===== config.mk =====
export PLATFORM = sky130hd
export DESIGN_NAME = ip_masked_filter_table_unit
export DESIGN_NICKNAME = d
export VERILOG_FILES = /design/src/rtl/core/imft_pkg.sv /design/src/rtl/core/imft_ram.sv /design/src/rtl/core/imft_ctrl.sv /design/src/rtl/core/imft_dp.sv /design/src/rtl/core/ip_masked_filter_table_unit.sv
export SDC_FILE = /design/constraint.sdc
export NUM_CORES = 2
export LEC_CHECK = 0
export CORE_MARGIN = 2
export CORE_UTILIZATION = 30
export CTS_CLUSTER_DIAMETER = 100
export DETAILED_ROUTE_END_ITERATION = 10
export DONT_BUFFER_PORTS = 1
export SETUP_SLACK_MARGIN = 0.02
export SYNTH_ARGS = -nofsm -noshare
export SYNTH_HDL_FRONTEND = slang
export SYNTH_SLANG_ARGS = --single-unit

===== constraint.sdc =====
create_clock -name clk -period 7.75 [get_ports clk]
set_input_delay 0.3875 -clock clk [delete_from_list [all_inputs] [get_ports clk]]
set_output_delay 0.3875 -clock clk [all_outputs]
set_load 0.02 [all_outputs]

===== src/rtl/core/imft_pkg.sv =====
// ----------------------------------------------------------------------------
// imft_pkg
// Shared types, codes and helpers of the masked IPv4 filter table.
// ----------------------------------------------------------------------------
package imft_pkg;

    localparam int TABLE_DEPTH_DEF = 64;

    localparam int ADDR_W   = 32;
    localparam int OCTETS_W = 4;
    localparam int SLOT_W   = 6;
    localparam int ACTION_W = 2;
    localparam int STATUS_W = 2;

    // entry word: {value, octet enables, valid}
    localparam int ENTRY_W  = ADDR_W + OCTETS_W + 1;

    localparam int S_TDATA_W = 40;
    localparam int M_TDATA_W = 16;

    localparam logic [ACTION_W-1:0] ACT_ADD    = 2'd0;
    localparam logic [ACTION_W-1:0] ACT_REMOVE = 2'd1;
    localparam logic [ACTION_W-1:0] ACT_LOOKUP = 2'd2;

    localparam logic [STATUS_W-1:0] STS_OK        = 2'd0;
    localparam logic [STATUS_W-1:0] STS_FULL      = 2'd1;
    localparam logic [STATUS_W-1:0] STS_NOT_FOUND = 2'd2;

    typedef struct packed {
        logic start;
        logic step;
        logic finish;
        logic load_out;
    } imft_cmd_t;

    typedef struct packed {
        logic scan_done;
        logic out_free;
    } imft_sts_t;

    function automatic logic [ADDR_W-1:0] expand_mask(input logic [OCTETS_W-1:0] octets);
        logic [ADDR_W-1:0] m;
        m = {{8{octets[3]}}, {8{octets[2]}}, {8{octets[1]}}, {8{octets[0]}}};
        return m;
    endfunction

endpackage


===== src/rtl/core/imft_ram.sv =====
// ----------------------------------------------------------------------------
// imft_ram
// Generic single-write, single-read RAM with registered read data.
// ----------------------------------------------------------------------------
module imft_ram #(
    parameter int WIDTH = 8,
    parameter int DEPTH = 16,
    parameter int AW    = (DEPTH > 1) ? $clog2(DEPTH) : 1
) (
    input  logic             clk,
    input  logic             we,
    input  logic [AW-1:0]    waddr,
    input  logic [WIDTH-1:0] wdata,
    input  logic             re,
    input  logic [AW-1:0]    raddr,
    output logic [WIDTH-1:0] rdata
);

    logic [WIDTH-1:0] mem [DEPTH];
    logic [WIDTH-1:0] rdata_reg;

    always_ff @(posedge clk)
    begin
        if (we)
        begin
            mem[waddr] <= wdata;
        end
        if (re)
        begin
            rdata_reg <= mem[raddr];
        end
    end

    assign rdata = rdata_reg;

endmodule


===== src/rtl/core/imft_ctrl.sv =====
// ----------------------------------------------------------------------------
// imft_ctrl
// Request sequencer: accept, scan the table, then hand the result over.
// ----------------------------------------------------------------------------
module imft_ctrl
    import imft_pkg::*;
(
    input  logic      clk,
    input  logic      rst_n,
    input  logic      in_valid,
    output logic      in_ready,
    input  imft_sts_t sts,
    output imft_cmd_t cmd
);

    typedef enum logic [1:0] {
        ST_IDLE,
        ST_SCAN,
        ST_HOLD
    } state_t;

    state_t state_reg;
    state_t state_next;
    logic   in_ready_reg;
    logic   in_ready_next;

    always_comb
    begin
        state_next    = state_reg;
        in_ready_next = in_ready_reg;
        cmd           = '0;
        unique case (state_reg)
            ST_IDLE:
            begin
                if (in_valid && in_ready_reg)
                begin
                    cmd.start     = 1'b1;
                    in_ready_next = 1'b0;
                    state_next    = ST_SCAN;
                end
            end
            ST_SCAN:
            begin
                if (sts.scan_done)
                begin
                    cmd.finish = 1'b1;
                    state_next = ST_HOLD;
                end
                else
                begin
                    cmd.step = 1'b1;
                end
            end
            ST_HOLD:
            begin
                // wait for the output register to drain
                if (sts.out_free)
                begin
                    cmd.load_out  = 1'b1;
                    in_ready_next = 1'b1;
                    state_next    = ST_IDLE;
                end
            end
            default:
            begin
                state_next = ST_IDLE;
            end
        endcase
    end

    always_ff @(posedge clk or negedge rst_n)
    begin
        if (!rst_n)
        begin
            state_reg    <= ST_IDLE;
            in_ready_reg <= 1'b1;
        end
        else
        begin
            state_reg    <= state_next;
            in_ready_reg <= in_ready_next;
        end
    end

    assign in_ready = in_ready_reg;

endmodule


===== src/rtl/core/imft_dp.sv =====
// ----------------------------------------------------------------------------
// imft_dp
// Datapath: request registers, table memory, scan pointer, hit test,
// high-water count, mode register and output register.
// ----------------------------------------------------------------------------
module imft_dp
    import imft_pkg::*;
#(
    parameter int TABLE_DEPTH = TABLE_DEPTH_DEF
) (
    input  logic                  clk,
    input  logic                  rst_n,
    input  imft_cmd_t             cmd,
    output imft_sts_t             sts,
    input  logic [ACTION_W-1:0]   req_action,
    input  logic [ADDR_W-1:0]     req_address,
    input  logic [OCTETS_W-1:0]   req_octets,
    input  logic                  cfg_write,
    input  logic                  cfg_ban_mode,
    input  logic                  out_ready,
    output logic                  out_valid,
    output logic [STATUS_W-1:0]   out_status,
    output logic                  out_matched,
    output logic                  out_rejected,
    output logic [SLOT_W-1:0]     out_slot
);

    localparam int CNT_W = $clog2(TABLE_DEPTH + 1);
    localparam int IDX_W = (TABLE_DEPTH > 1) ? $clog2(TABLE_DEPTH) : 1;
    localparam logic [CNT_W-1:0] DEPTH_CNT = CNT_W'(TABLE_DEPTH);

    // request
    logic [ACTION_W-1:0] act_reg;
    logic [ADDR_W-1:0]   addr_reg;
    logic [OCTETS_W-1:0] oct_reg;

    // control state
    logic [CNT_W-1:0] used_reg;
    logic [CNT_W-1:0] used_next;
    logic [CNT_W-1:0] rd_idx_reg;
    logic             chk_vld_reg;
    logic [IDX_W-1:0] chk_idx_reg;
    logic             ban_mode_reg;
    logic             out_valid_reg;

    // result staging and output payload
    logic [STATUS_W-1:0] res_status_reg;
    logic                res_matched_reg;
    logic                res_rejected_reg;
    logic [SLOT_W-1:0]   res_slot_reg;
    logic [STATUS_W-1:0] res_status_next;
    logic                res_matched_next;
    logic                res_rejected_next;
    logic [SLOT_W-1:0]   res_slot_next;
    logic [STATUS_W-1:0] out_status_reg;
    logic                out_matched_reg;
    logic                out_rejected_reg;
    logic [SLOT_W-1:0]   out_slot_reg;

    // memory side
    logic               rd_en;
    logic               wr_en;
    logic [IDX_W-1:0]   wr_idx;
    logic [ENTRY_W-1:0] wr_data;
    logic [ENTRY_W-1:0] rd_data;

    logic [ADDR_W-1:0]   ent_value;
    logic [OCTETS_W-1:0] ent_octets;
    logic                ent_valid;
    logic [ADDR_W-1:0]   req_cmp;
    logic                cond;
    logic                hit;
    logic                act_none;
    logic [IDX_W+SLOT_W-1:0] chk_wide;
    logic [IDX_W+SLOT_W-1:0] app_wide;
    logic [SLOT_W-1:0]   chk_slot;
    logic [SLOT_W-1:0]   app_slot;

    assign ent_value  = rd_data[ENTRY_W-1 -: ADDR_W];
    assign ent_octets = rd_data[OCTETS_W:1];
    assign ent_valid  = rd_data[0];
    assign req_cmp    = addr_reg & expand_mask(oct_reg);

    assign chk_wide = {{SLOT_W{1'b0}}, chk_idx_reg};
    assign app_wide = {{SLOT_W{1'b0}}, used_reg[IDX_W-1:0]};
    assign chk_slot = chk_wide[SLOT_W-1:0];
    assign app_slot = app_wide[SLOT_W-1:0];

    assign act_none = (act_reg != ACT_ADD) && (act_reg != ACT_REMOVE) &&
                      (act_reg != ACT_LOOKUP);

    always_comb
    begin
        unique case (act_reg)
            ACT_ADD:    cond = !ent_valid;
            ACT_REMOVE: cond = ent_valid && (ent_octets == oct_reg) &&
                               (ent_value == req_cmp);
            ACT_LOOKUP: cond = ent_valid &&
                               ((addr_reg & expand_mask(ent_octets)) == ent_value);
            default:    cond = 1'b0;
        endcase
    end

    assign hit = chk_vld_reg && cond;

    // done on a hit, on an unused action, or once every entry below the high-water count is checked
    assign sts.scan_done = act_none || hit || (!chk_vld_reg && (rd_idx_reg >= used_reg));
    assign sts.out_free  = !out_valid_reg || out_ready;

    assign rd_en = cmd.step && (rd_idx_reg < used_reg);

    always_comb
    begin
        wr_en             = 1'b0;
        wr_idx            = chk_idx_reg;
        wr_data           = {req_cmp, oct_reg, 1'b1};
        used_next         = used_reg;
        res_status_next   = STS_OK;
        res_matched_next  = 1'b0;
        res_rejected_next = 1'b0;
        res_slot_next     = '0;
        if (cmd.finish)
        begin
            unique case (act_reg)
                ACT_ADD:
                begin
                    if (hit)
                    begin
                        wr_en         = 1'b1;
                        res_slot_next = chk_slot;
                    end
                    else if (used_reg < DEPTH_CNT)
                    begin
                        // append at the high-water mark
                        wr_en         = 1'b1;
                        wr_idx        = used_reg[IDX_W-1:0];
                        used_next     = used_reg + CNT_W'(1);
                        res_slot_next = app_slot;
                    end
                    else
                    begin
                        res_status_next = STS_FULL;
                    end
                end
                ACT_REMOVE:
                begin
                    if (hit)
                    begin
                        wr_en         = 1'b1;
                        wr_data       = {ent_value, ent_octets, 1'b0};
                        res_slot_next = chk_slot;
                    end
                    else
                    begin
                        res_status_next = STS_NOT_FOUND;
                    end
                end
                ACT_LOOKUP:
                begin
                    res_matched_next  = hit;
                    res_rejected_next = ban_mode_reg ? hit : !hit;
                    res_slot_next     = hit ? chk_slot : '0;
                end
                default:
                begin
                    res_status_next = STS_OK;
                end
            endcase
        end
    end

    imft_ram #(
        .WIDTH (ENTRY_W),
        .DEPTH (TABLE_DEPTH),
        .AW    (IDX_W)
    ) u_table (
        .clk   (clk),
        .we    (wr_en),
        .waddr (wr_idx),
        .wdata (wr_data),
        .re    (rd_en),
        .raddr (rd_idx_reg[IDX_W-1:0]),
        .rdata (rd_data)
    );

    always_ff @(posedge clk or negedge rst_n)
    begin
        if (!rst_n)
        begin
            used_reg      <= '0;
            rd_idx_reg    <= '0;
            chk_vld_reg   <= 1'b0;
            ban_mode_reg  <= 1'b1;
            out_valid_reg <= 1'b0;
        end
        else
        begin
            used_reg <= used_next;
            if (cfg_write)
            begin
                ban_mode_reg <= cfg_ban_mode;
            end
            if (cmd.start)
            begin
                rd_idx_reg  <= '0;
                chk_vld_reg <= 1'b0;
            end
            else if (cmd.step)
            begin
                chk_vld_reg <= rd_en;
                if (rd_en)
                begin
                    rd_idx_reg <= rd_idx_reg + CNT_W'(1);
                end
            end
            if (cmd.load_out)
            begin
                out_valid_reg <= 1'b1;
            end
            else if (out_ready)
            begin
                out_valid_reg <= 1'b0;
            end
        end
    end

    always_ff @(posedge clk)
    begin
        if (cmd.start)
        begin
            act_reg  <= req_action;
            addr_reg <= req_address;
            oct_reg  <= req_octets;
        end
        if (cmd.step)
        begin
            chk_idx_reg <= rd_idx_reg[IDX_W-1:0];
        end
        if (cmd.finish)
        begin
            res_status_reg   <= res_status_next;
            res_matched_reg  <= res_matched_next;
            res_rejected_reg <= res_rejected_next;
            res_slot_reg     <= res_slot_next;
        end
        if (cmd.load_out)
        begin
            out_status_reg   <= res_status_reg;
            out_matched_reg  <= res_matched_reg;
            out_rejected_reg <= res_rejected_reg;
            out_slot_reg     <= res_slot_reg;
        end
    end

    assign out_valid    = out_valid_reg;
    assign out_status   = out_status_reg;
    assign out_matched  = out_matched_reg;
    assign out_rejected = out_rejected_reg;
    assign out_slot     = out_slot_reg;

endmodule


===== src/rtl/core/ip_masked_filter_table_unit.sv =====
// ----------------------------------------------------------------------------
// ip_masked_filter_table_unit
// Table of IPv4 filters with per-octet wildcards: add, remove and look up.
//
//   channel  direction  signals                      contents
//   s_*      in         tvalid tready tdata tuser    request: action, address, mask
//   m_*      out        tvalid tready tdata          result: status, flags, slot
//   cfg_*    in         valid ready data             ban_mode register
//
// The scan reads one entry a cycle through the single RAM read port and checks
// it in the next cycle; a hit ends the scan at once, a miss ends it once the
// last entry is checked. The result is staged at the end of the scan and moves
// into the output register once that register is free. Reset empties the table
// at once through the high-water count. A stalled result waits in the output
// register; the next request is accepted meanwhile and its result is held until
// that register drains.
// ----------------------------------------------------------------------------
module ip_masked_filter_table_unit
    import imft_pkg::*;
#(
    parameter int TABLE_DEPTH = TABLE_DEPTH_DEF
) (
    input  logic                 clk,
    input  logic                 rst_n,
    input  logic                 s_tvalid,
    output logic                 s_tready,
    input  logic [S_TDATA_W-1:0] s_tdata,  // address[31:0], octet_mask[35:32], zero
    input  logic [ACTION_W-1:0]  s_tuser,  // action[1:0]
    output logic                 m_tvalid,
    input  logic                 m_tready,
    output logic [M_TDATA_W-1:0] m_tdata,  // status[1:0], matched[2], rejected[3],
                                           // slot[9:4], zero
    input  logic                 cfg_valid,
    output logic                 cfg_ready,
    input  logic                 cfg_data  // ban_mode
);

    imft_cmd_t           cmd;
    imft_sts_t           sts;
    logic [STATUS_W-1:0] status;
    logic                matched;
    logic                rejected;
    logic [SLOT_W-1:0]   slot;

    assign cfg_ready = 1'b1;

    imft_ctrl u_ctrl (
        .clk      (clk),
        .rst_n    (rst_n),
        .in_valid (s_tvalid),
        .in_ready (s_tready),
        .sts      (sts),
        .cmd      (cmd)
    );

    imft_dp #(
        .TABLE_DEPTH (TABLE_DEPTH)
    ) u_dp (
        .clk          (clk),
        .rst_n        (rst_n),
        .cmd          (cmd),
        .sts          (sts),
        .req_action   (s_tuser),
        .req_address  (s_tdata[ADDR_W-1:0]),
        .req_octets   (s_tdata[ADDR_W+OCTETS_W-1:ADDR_W]),
        .cfg_write    (cfg_valid && cfg_ready),
        .cfg_ban_mode (cfg_data),
        .out_ready    (m_tready),
        .out_valid    (m_tvalid),
        .out_status   (status),
        .out_matched  (matched),
        .out_rejected (rejected),
        .out_slot     (slot)
    );

    assign m_tdata = {{(M_TDATA_W - STATUS_W - 2 - SLOT_W){1'b0}},
                      slot, rejected, matched, status};

endmodule


==> impl_metrics.ini <==
[setup_path]
crit_end = u_dp.u_table.mem[38][8]
crit_path_end_kind = flip-flop
crit_type = flip-flop to flip-flop
r2r-start = u_dp.oct_reg[0]
reg2reg_depth = 10
cp_data_required_time_ps = 8390
startpoint = u_dp.oct_reg[0]
path_max_fanout = 45
regToRegSetupSlack_ps = 2160
start_kind = flip-flop
cp_data_arrival_time_ps = 6240
rr_endpoint = u_dp.u_table.mem[38][8]

[yosys]
yosysTopAreaCellShare_pct = 76.9
synth_cell_types = 67
synth_top_area_cell = edfxtp_1
syn_avg_cell_area_um2 = 24.0
ys.warnings.count = 0
synth-main-ff-cell = edfxtp_1
netlist_area_mm2 = 0.0964
synth_seq_cells = 2489
netlist_instances = 4010
yosysSeqAreaShare_pct = 77.4
synth_edf_count = 2469
synth_area_leaders = edfxtp_1 (77%), mux4_2 (18%), clkbuf_1 (0.54%)
synthArstFlopShare_pct = 0.804

[floorplanning]
dieArea_mm2 = 0.326
ios = 67
num_rows = 208
die_h_um = 571
initial_core_util_pct = 30.1
die_width_um = 571
core-area_mm2 = 0.320

[global_routing]
grt_pass1_wl_mm = 347
track_usage_pct = 15.0
grt_overflow = 0
first_global_vias = 45180
grt_antenna_before_repair = 35
grt_start_max_net_pins = 122

[finish]
syn_to_final_growth_pct = 15.5
finalNetCount = 4326
final_cell_mix = edfxtp_1 (2469), mux4_2 (777), clkbuf_16 (233), buf_4 (188), nand2_1 (72)
final_util_pct = 34.8
layout-drive-gt1-share_pct = 32.3
final_common_cell = edfxtp_1
largest_reg_flops = 2368

[route]
drc_errors = 0
wl_per_cell_um = 28.1
drt_first_pass_iters = 5
drtAntennaViolNets = 0
vias_per_cell = 5.10
routed_wl_mm = 247
initialDrtViolationCount = 5540
via_count = 44763

[outcome]
status = finished clean

[clocking]
clock-root-buffer = clkbuf_16
clock_sinks = 2489
numCtsBuffers = 233
cts_buffer_depth = 3
htreeDepth = 4
insertion_delay_ps = 890
cts_tree = done
clkTransAtPathRegs_ps = 70

[timing]
final_hold_viol_count = 0
max_freq_mhz = 179
rsz0062_at_grt = no
worst_pin_slew_ps = 1170
slew_violations = 0
period_needed_ps = 5590
skew_ps = 42.6
setup-tns-final_ps = 0
period_share_pct = 72.1
slew_headroom_pct = 22.1
finalSetupViolations = 0

[power_and_ir_drop]
total_power_w = 0.0320
p_per_area_mw_per_mm2 = 288
vdd.ir_drop.worst_v = 0.000315
leakagePower_nw = 33.3

[run]
cap_violations = 0

[placed_design]
gp_congestion = 0.826
dpl.hpwl_mm = 139
io_buffers = 0

[min_path]
hold_path_class = input pin to async pin
-- cell usage after synthesis (5+ instances only) --
cell / number
inv_1: 48
xor2_1: 7
o211ai_1: 5
buf_6: 6
buf_2: 5
buf_4: 11
a32o_1: 6
edfxtp_1: 2469
nand2b_1: 16
nor3_1: 71
nor2b_1: 17
clkbuf_1: 140
a21o_1: 5
mux2_2: 5
and2_1: 5
ha_1: 13
o21ai_0: 24
nand2_1: 72
nor2_1: 27
o311ai_0: 5
xnor2_1: 17
nand3_1: 31
dfrtp_1: 18
mux4_2: 777
nand4_1: 21
buf_1: 57
a21oi_1: 7
mux2i_1: 47
-- metal layers --
layer | global-route usage (%) | vias to the layer above | part of all wire, %
li1 | - | 17866 | -
met1 | 20.5 | 24676 | 41
met2 | 24.2 | 1848 | 48
met3 | 2.56 | 369 | 7.0
met4 | 5.02 | 4 | 3.4
met5 | 0 | - | 0.011
-- kinds of logic after synthesis --
family | synth area share, %
DFF | 77.4
muxes | 18.8
and+or+nand+nor | 1.58
buffers and inverters | 1.20
AOI/OAI and AO/OA | 0.663
xor gates and xnor gates | 0.218
adders and majority gates | 0.169
other | 0.00779
-- worst min path at each step --
stage	endpoint	cells after the start	from	slack, ps
floorplan	u_ctrl.state_reg[0]	0	rst_n	90
global placement	u_dp.out_valid	0	rst_n	90
detailed placement	u_dp.out_valid	0	rst_n	90
CTS	u_dp.rd_idx_reg[1]	1	rst_n	130
global route	u_dp.addr_reg[17]	1	s_tdata[17]	170
finish	u_dp.rd_idx_reg[1]	1	rst_n	180
-- report_power, final --
part	leakage [nW]	internal (W)	total [W]	switching, W
Combinational	6.64	0.00208	0.00468	0.00261
Sequential	22.9	0.0155	0.0158	0.000271
Clock	3.75	0.00657	0.0116	0.00499
Total	33.3	0.0242	0.0320	0.00787
-- cell type report --
class / instances / area, µm²
fill: 29256 / 209000
sequential: 2489 / 74700
multi-input combinational: 1256 / 21400
clock buffer: 282 / 6010
tap: 4305 / 5390
timing repair buffer: 237 / 1960
clock inverter: 155 / 1700
inverter: 48 / 180
antenna: 6 / 15.0
-- worst max-delay path, stage by stage, from the launching register on --
cell      delay, ps
edfxtp_1        660
nand2_1         100
o211ai_1        680
nand4_1         600
nor4_2          640
nor3_2           90
buf_4           230
nand3b_4        670
buf_4           560
mux2i_4         550
buf_4           470
-- through the flow --
stage | hold slack [ps] | setup WS, ps | std cells | area [µm²]
CTS | 126 | 2230 | 8772 | 111000
floorplan | 91.9 | 1390 | 4015 | 96400
global route | 175 | 1820 | 8775 | 111000
global placement | 93.8 | 2310 | 8292 | 103000
finish | 180 | 2160 | 8778 | 111000
detailed placement | 93.7 | 2250 | 8292 | 103000
-- timing repair --
action / 4_1_cts / 5_1_grt
buffers inserted: 0 / 0
endpoints found under the setup margin: 0 / 0
resized for setup: 0 / 0
hold buffers: 43 / 0
endpoints found under the hold margin: 70 / 0
Power figures use the tool's default switching activity.
